### src/kbt_pkg.sv
`timescale 1ns / 1ps
`default_nettype none
// ----------------------------------------------------------------------------
// kbt_pkg: shared constants for the k-bucket table
// Table sizes, field widths and command codes used by the table and its bench.
// ----------------------------------------------------------------------------
package kbt_pkg;
  localparam int CAPACITY = 20;
  localparam int ID_BITS  = 64;
  localparam int SLOT_W   = (CAPACITY > 1) ? $clog2(CAPACITY) : 1;
  localparam int CNT_W    = $clog2(CAPACITY + 1);

  localparam logic [2:0] CMD_ADD      = 3'd0;
  localparam logic [2:0] CMD_REMOVE   = 3'd1;
  localparam logic [2:0] CMD_CONTAINS = 3'd2;
  localparam logic [2:0] CMD_LIST     = 3'd3;
  localparam logic [2:0] CMD_CLOSEST  = 3'd4;
endpackage
`default_nettype wire

### src/xor_distance_kbucket_table.sv
`timescale 1ns / 1ps
`default_nettype none
// ----------------------------------------------------------------------------
// xor_distance_kbucket_table: recency-ordered peer table
// Remove and contains search the slots one by one and add then rotates the row; a
// list result gives one entry per transfer; closest scans the slots anew for each
// entry emitted, with the single shared XOR-distance compare unit.
// One command at a time; in_ready is low while a command is at work.
// Reset (rst, synchronous) empties the table and sets the capacity to 20.
// ----------------------------------------------------------------------------
module xor_distance_kbucket_table import kbt_pkg::*; (
  input  wire logic        clk,
  input  wire logic        rst,
  input  wire logic        cfg_valid,
  output logic             cfg_ready,
  input  wire logic [6:0]  cfg_data,
  input  wire logic        in_valid,
  output logic             in_ready,
  input  wire logic [2:0]  command,
  input  wire logic [63:0] node_id,
  input  wire logic [15:0] node_port,
  input  wire logic [31:0] node_address,
  input  wire logic [6:0]  want_count,
  output logic             out_valid,
  input  wire logic        out_ready,
  output logic             ok,
  output logic             entry_valid,
  output logic [63:0]      entry_id,
  output logic [15:0]      entry_port,
  output logic [31:0]      entry_address,
  output logic             last
);
  localparam logic [2:0] S_IDLE = 3'd0;
  localparam logic [2:0] S_FIND = 3'd1;
  localparam logic [2:0] S_MOVE = 3'd2;
  localparam logic [2:0] S_LIST = 3'd3;
  localparam logic [2:0] S_SCAN = 3'd4;
  localparam logic [2:0] S_OUT  = 3'd5;

  // Table storage, one register per slot so that shifts move the whole row.
  logic [ID_BITS-1:0] ids   [CAPACITY];
  logic [15:0]        ports [CAPACITY];
  logic [31:0]        addrs [CAPACITY];
  logic [CAPACITY-1:0] used;
  logic [CNT_W-1:0]   count;
  logic [6:0]         capacity;

  logic [2:0]         state;
  logic [2:0]         cmd;
  logic [ID_BITS-1:0] key;
  logic [15:0]        kport;
  logic [31:0]        kaddr;
  logic [CNT_W-1:0]   idx;
  logic [CNT_W-1:0]   n_out;
  logic [CNT_W-1:0]   emitted;
  logic               found;
  logic [SLOT_W-1:0]  hit;
  logic               have;
  logic [ID_BITS-1:0] best_d;
  logic [SLOT_W-1:0]  best;

  logic [SLOT_W-1:0]  slot;
  logic [ID_BITS-1:0] xdist;
  logic [CNT_W-1:0]   limit;
  logic [CNT_W-1:0]   want_c;

  assign slot      = idx[SLOT_W-1:0];
  assign xdist     = ids[slot] ^ key;
  assign limit     = (capacity > 7'(CAPACITY)) ? CNT_W'(CAPACITY) : CNT_W'(capacity);
  assign want_c    = (want_count > 7'(CAPACITY)) ? CNT_W'(CAPACITY) : CNT_W'(want_count);
  assign in_ready  = (state == S_IDLE) && !out_valid;
  assign cfg_ready = 1'b1;

  // Sequencer and shared compare unit.
  always_ff @(posedge clk) begin
    logic load_out;
    load_out = 1'b0;
    if (rst) begin
      state     <= S_IDLE;
      count     <= '0;
      capacity  <= 7'd20;
      out_valid <= 1'b0;
    end else begin
      if (cfg_valid) begin
        capacity <= cfg_data;
      end
      unique case (state)
        S_IDLE: begin
          if (in_valid && in_ready) begin
            cmd     <= command;
            key     <= node_id[ID_BITS-1:0];
            kport   <= node_port;
            kaddr   <= node_address;
            idx     <= '0;
            found   <= 1'b0;
            emitted <= '0;
            have    <= 1'b0;
            used    <= '0;
            if (command == CMD_LIST) begin
              n_out <= (want_count == 7'd0 || CNT_W'(want_c) >= count) ? count : want_c;
              state <= S_LIST;
            end else if (command == CMD_CLOSEST) begin
              n_out <= (want_c < count) ? want_c : count;
              state <= S_SCAN;
            end else if (command == CMD_ADD || command == CMD_REMOVE ||
                         command == CMD_CONTAINS) begin
              state <= S_FIND;
            end else begin
              ok <= 1'b0; entry_valid <= 1'b0; last <= 1'b1;
              entry_id <= '0; entry_port <= '0; entry_address <= '0;
              load_out = 1'b1;
            end
          end
        end
        // Linear search for the id, one slot a cycle.
        S_FIND: begin
          if (idx < count && !found) begin
            if (ids[slot] == key) begin
              found <= 1'b1;
              hit   <= slot;
            end
            idx <= idx + 1'b1;
          end else begin
            entry_valid <= 1'b0; last <= 1'b1;
            entry_id <= '0; entry_port <= '0; entry_address <= '0;
            if (cmd == CMD_CONTAINS) begin
              ok <= found; load_out = 1'b1; state <= S_IDLE;
            end else if (cmd == CMD_REMOVE) begin
              ok <= found; load_out = 1'b1; state <= S_IDLE;
              if (found) begin
                for (int i = 0; i < CAPACITY - 1; i++) begin
                  if (SLOT_W'(i) >= hit) begin
                    ids[i] <= ids[i+1]; ports[i] <= ports[i+1]; addrs[i] <= addrs[i+1];
                  end
                end
                count <= count - 1'b1;
              end
            end else begin
              state <= S_MOVE;
            end
          end
        end
        // Add: rotate the slots up to the hit (or the end) and write slot 0, or refuse a new id when full.
        S_MOVE: begin
          entry_valid <= 1'b0; last <= 1'b1;
          entry_id <= '0; entry_port <= '0; entry_address <= '0;
          load_out = 1'b1;
          state     <= S_IDLE;
          if (found || count < limit) begin
            for (int i = 1; i < CAPACITY; i++) begin
              if (found ? (SLOT_W'(i) <= hit) : (CNT_W'(i) <= count)) begin
                ids[i] <= ids[i-1]; ports[i] <= ports[i-1]; addrs[i] <= addrs[i-1];
              end
            end
            ids[0] <= key; ports[0] <= kport; addrs[0] <= kaddr;
            if (!found) count <= count + 1'b1;
            ok <= 1'b1;
          end else begin
            ok <= 1'b0;
          end
        end
        // List: one slot a transfer in recency order.
        S_LIST: begin
          if (!out_valid || out_ready) begin
            if (n_out == '0) begin
              ok <= 1'b0; entry_valid <= 1'b0; last <= 1'b1;
              entry_id <= '0; entry_port <= '0; entry_address <= '0;
              load_out = 1'b1; state <= S_IDLE;
            end else begin
              ok <= 1'b1; entry_valid <= 1'b1;
              entry_id <= 64'(ids[slot]); entry_port <= ports[slot];
              entry_address <= addrs[slot];
              last <= (idx + 1'b1 == n_out);
              load_out = 1'b1;
              idx <= idx + 1'b1;
              if (idx + 1'b1 == n_out) state <= S_IDLE;
            end
          end
        end
        // Closest: minimum search over unused slots, one compare a cycle.
        S_SCAN: begin
          if (n_out == '0) begin
            ok <= 1'b0; entry_valid <= 1'b0; last <= 1'b1;
            entry_id <= '0; entry_port <= '0; entry_address <= '0;
            load_out = 1'b1; state <= S_IDLE;
          end else if (idx < count) begin
            if (!used[slot] && (!have || xdist < best_d)) begin
              have <= 1'b1; best_d <= xdist; best <= slot;
            end
            idx <= idx + 1'b1;
          end else begin
            state <= S_OUT;
          end
        end
        S_OUT: begin
          if (!out_valid || out_ready) begin
            ok <= 1'b1; entry_valid <= 1'b1;
            entry_id <= 64'(ids[best]); entry_port <= ports[best];
            entry_address <= addrs[best];
            last <= (emitted + 1'b1 == n_out);
            load_out = 1'b1;
            used[best] <= 1'b1;
            emitted <= emitted + 1'b1;
            idx <= '0; have <= 1'b0;
            state <= (emitted + 1'b1 == n_out) ? S_IDLE : S_SCAN;
          end
        end
        default: state <= S_IDLE;
      endcase
      // A new result replaces the one taken; otherwise a taken result clears.
      if (load_out) begin
        out_valid <= 1'b1;
      end else if (out_valid && out_ready) begin
        out_valid <= 1'b0;
      end
    end
  end
endmodule
`default_nettype wire

### config.mk
export PLATFORM = sky130hd
export DESIGN_NAME = xor_distance_kbucket_table
export DESIGN_NICKNAME = d
export VERILOG_FILES = /design/src/kbt_pkg.sv /design/src/xor_distance_kbucket_table.sv
export SDC_FILE = /design/constraint.sdc
export NUM_CORES = 2
export LEC_CHECK = 0
export BUFFER_PORTS_ARGS = -buffer_cell sky130_fd_sc_hd__buf_2
export CAP_MARGIN = 25
export CORE_MARGIN = 10
export CORE_UTILIZATION = 50
export CTS_CLUSTER_DIAMETER = 200
export DETAILED_ROUTE_END_ITERATION = 8
export HOLD_SLACK_MARGIN = 0.08
export PLACE_DENSITY = 0.72
export SYNTH_ARGS = -nofsm -noshare
export SYNTH_HDL_FRONTEND = slang
export SYNTH_SLANG_ARGS = --single-unit
### constraint.sdc
create_clock -name clk -period 38.6 [get_ports clk]
set_input_delay 7.72 -clock clk [delete_from_list [all_inputs] [get_ports clk]]
set_output_delay 7.72 -clock clk [all_outputs]
set_load 0.01 [all_outputs]
==> results.md <==
* Status: complete, no violations
* WL/cell at 38.4 um
* Relative slew slack at 0.121
* Post-Syn Instances at 8420
* Clock tree buffer depth at 4
* Setup TNS at 0 ns
* H-tree depth at 5
* Total CTS buffers at 294
* Post-synth EDFFs at 2581
* RSZ-0062 raised after global routing: no
* LEAKAGE at 52.5 nW
* Power Density at about 64 nW/um^2
* Yosys cell types at 85
* Yosys top cell area share at 0.538
* Core area at around 290000 sq um
* Largest cells by area after synthesis: edfxtp_1 (54%), mux4_2 (19%), mux2_2 (16%), mux2i_1 (2.2%), nand2_1 (1.2%)
* DR vias at 91263
* Clock Sinks at 2607
* Number of global-route vias before repair at 92139
* Area leader, netlist: edfxtp_1
* WS Path Type: input pin to flop
* TritonRoute pass-1 iters at 6
* Syn_area_per_cell at ~17 sq um
* Layout Skew at between 0.05 and 0.06 ns
* Overall Power at 10.1 mW
* Comb pwr share at 0.349
* Fin crit period at 11.48 ns
* TritonCTS clock tree: built
* Initial antenna violation count at 17
* Number of cells on the worst hold path at 0
* Dpl hpwl at 260 mm
* Hold endpoint: ids[19][0]$_DFFE_PP_
* Async S/R FF share, synth at 0
* Area grow syn2layout at 10.2%
* Worst min path class: flop to flop
* Clock slew seen by the registers of the worst setup and hold paths at 0.06 ns
* R2R depth at 16
* Power Internal at 6.54 mW
* # rows at 196
* Reg2Reg Setup Slack at between 30 and 40 ns
* Final setup viols at 0
* Syn nets at 8637
* Critical Path RT at 39.12 ns
* Startpoint Class: input pin
* Pin count of the biggest net entering global routing at 128
* Postcts setup bufs at 0
* Sw Pwr at 3.56 mW
* Worst skew pair latency at about 0.95 ns
* Hold Startpoint: ids[18][0]$_DFFE_PP_
* GRT Total Usage at 0.302
* Period utilization at 0.298
* Final Slew Violations at 0
* PostCTS Resize Cnt at 0
* Routed vias/inst at 7.30
* Total grt overflow at 0
* Flop and latch count out of synthesis at 2607
* DRC violations left at 0
* Critical path data arrival time at 12.01 ns
* DR iter-0 viols at roughly 13000
* Hold Fails Final Rpt at 0
* Worst slew pin tran at 1.32 ns
* Post-synthesis cell area at 144000 sq um
* Yosys warning total at 0
* Die Area at 310000 sq um
* Reg-to-Reg End: best_d[46]$_DFFE_PP_
* Hold buffers post-CTS at 0
* DRT Wirelength at 481 mm
* Die H at 557 um
* Maxcap violations at 0
* Seq/Total Area, Yosys at 0.542
* NumNets Final at 8729
* Die Span X at 557 um
* Sequential power share at 0.383
* Main synth FF type: edfxtp_1
* PortBufs at 250
* Sw Ratio at 0.353
* Clk network pwr share at 0.268
* Worst VDD drop at 0.0735 mV
* Worst-path fanout max at 90
* CP endpoint kind: flop
* Antenna Nets Post-Route at 0
* First-pass GRT wire length at ~680 mm
* Initial Util at 0.504
* Routability congestion estimate at around 0.88
* Fmax at roughly 0.087 GHz
* Clk root buf: clkbuf_16
* Ratio of cells with drive above 1 in the final layout at 0.478
* Io pins at 252
-- placed cells by master (no fill, tap or decap), types with 26 or more instances in the layout --
| master | n |
|---|---|
| a22oi_1 | 28 |
| clkinv_2 | 46 |
| clkinv_1 | 72 |
| buf_12 | 46 |
| clkbuf_16 | 298 |
| o22ai_1 | 128 |
| nand2_1 | 453 |
| mux4_2 | 1216 |
| o21ai_0 | 72 |
| buf_4 | 138 |
| a21oi_1 | 89 |
| nor2b_1 | 26 |
| inv_1 | 87 |
| ha_1 | 83 |
| mux2i_1 | 320 |
| nor2_1 | 116 |
| edfxtp_1 | 2581 |
| mux2_2 | 2063 |
| xnor2_1 | 52 |
| nand3_1 | 35 |
| clkbuf_1 | 71 |
| buf_2 | 250 |
-- cells by family (layout without fill, tap and decap cells) --
family          Yosys count  count (layout)  synth area share
fa+ha+maj                83              83           0.00721
buf+inv                 736            1058            0.0223
mux                    3617            3617             0.377
flops                  2607            2607             0.542
other cells               1               3         0.0000260
simple gates            803             803            0.0248
compound gates          500             500            0.0225
xor+xnor                 73              73           0.00449
-- power groups by stage --
stage | combinational (mW) | sequential, mW | clock, mW
4_1_cts | 3.45 | 3.86 | 2.73
3_3_place_gp | 3.39 | 3.90 | 0
5_1_grt | 3.64 | 3.90 | 2.84
3_5_place_dp | 3.43 | 3.92 | 0
6_report | 3.53 | 3.87 | 2.71
2_1_floorplan | 2.30 | 3.86 | 0
-- final cells by class --
type | instances | area, sq um
flip-flops and latches | 2607 | 78100
clock inverters | 156 | 1260
fillers | 21962 | 127000
clock buffers | 370 | 7740
repair buffers | 440 | 3350
multi-input cells | 5077 | 63200
diodes | 2 | 5.00
well taps | 3762 | 4710
inverters | 92 | 358
-- through the flow --
step	hold WS (ns)	utilization	instance area, sq um	setup WS, ns	cells
6_report	0.489	0.555	159000	27.12	12506
5_1_grt	0.513	0.555	159000	27.23	12504
4_1_cts	0.487	0.554	159000	27.24	12495
3_5_place_dp	0.479	0.523	150000	26.30	11969
3_3_place_gp	0.466	0.523	150000	26.40	11967
2_1_floorplan	0.456	-	144000	21.05	8420
-- synthesized netlist by cell type, types with 16 or more instances --
cell,count
ha_1,83
and3_1,18
mux2_2,2063
nand3_1,36
nand4_1,18
xnor2_1,52
nor2_1,121
dfxtp_1,26
nand2_1,458
mux4_2,1216
a21oi_1,90
buf_4,33
inv_1,88
nand2b_1,24
edfxtp_1,2581
a21o_1,25
xor2_1,20
nor3_1,24
a22oi_1,28
mux2i_1,320
nor4_1,19
mux4_1,17
nor2b_1,26
o22ai_1,129
a311oi_1,16
buf_2,156
o21ai_0,86
clkbuf_1,327
buf_1,112
-- routing by layer --
metal | global-route usage | share of wire
met5 | 0.00152 | 0.00037
met4 | 0.146 | 0.060
met3 | 0.0704 | 0.13
met2 | 0.474 | 0.46
met1 | 0.398 | 0.35
-- sequential cells by signal, summed over array words and instances, names as in the netlist, 20 cells and up, named ones only --
| signal | count |
|---|---|
| addrs | 640 |
| best_d | 64 |
| entry_address | 32 |
| entry_id | 64 |
| ids | 1280 |
| kaddr | 32 |
| key | 64 |
| ports | 320 |
| used | 20 |
-- worst max-delay path: stages --
cell and delay, ns:
buf_2 0.28, a21oi_4 0.19, buf_4 0.59, buf_12 0.70, nand2_4 0.66, o21ai_4 0.27
buf_4 0.52, buf_4 0.88
-- worst max-delay path by stage --
stage	start	end	slack, ns	cells after the start
finish	rst	ids[17][51]$_DFFE_PP_	27.12	8
global route	rst	ids[16][29]$_DFFE_PP_	27.23	8
CTS	rst	ids[16][29]$_DFFE_PP_	27.24	8
detailed placement	rst	addrs[16][22]$_DFFE_PP_	26.30	8
global placement	rst	addrs[3][22]$_DFFE_PP_	26.40	9
floorplan	out_ready	ok$_DFFE_PP_	21.05	6
(Power assumes the default switching activity.)
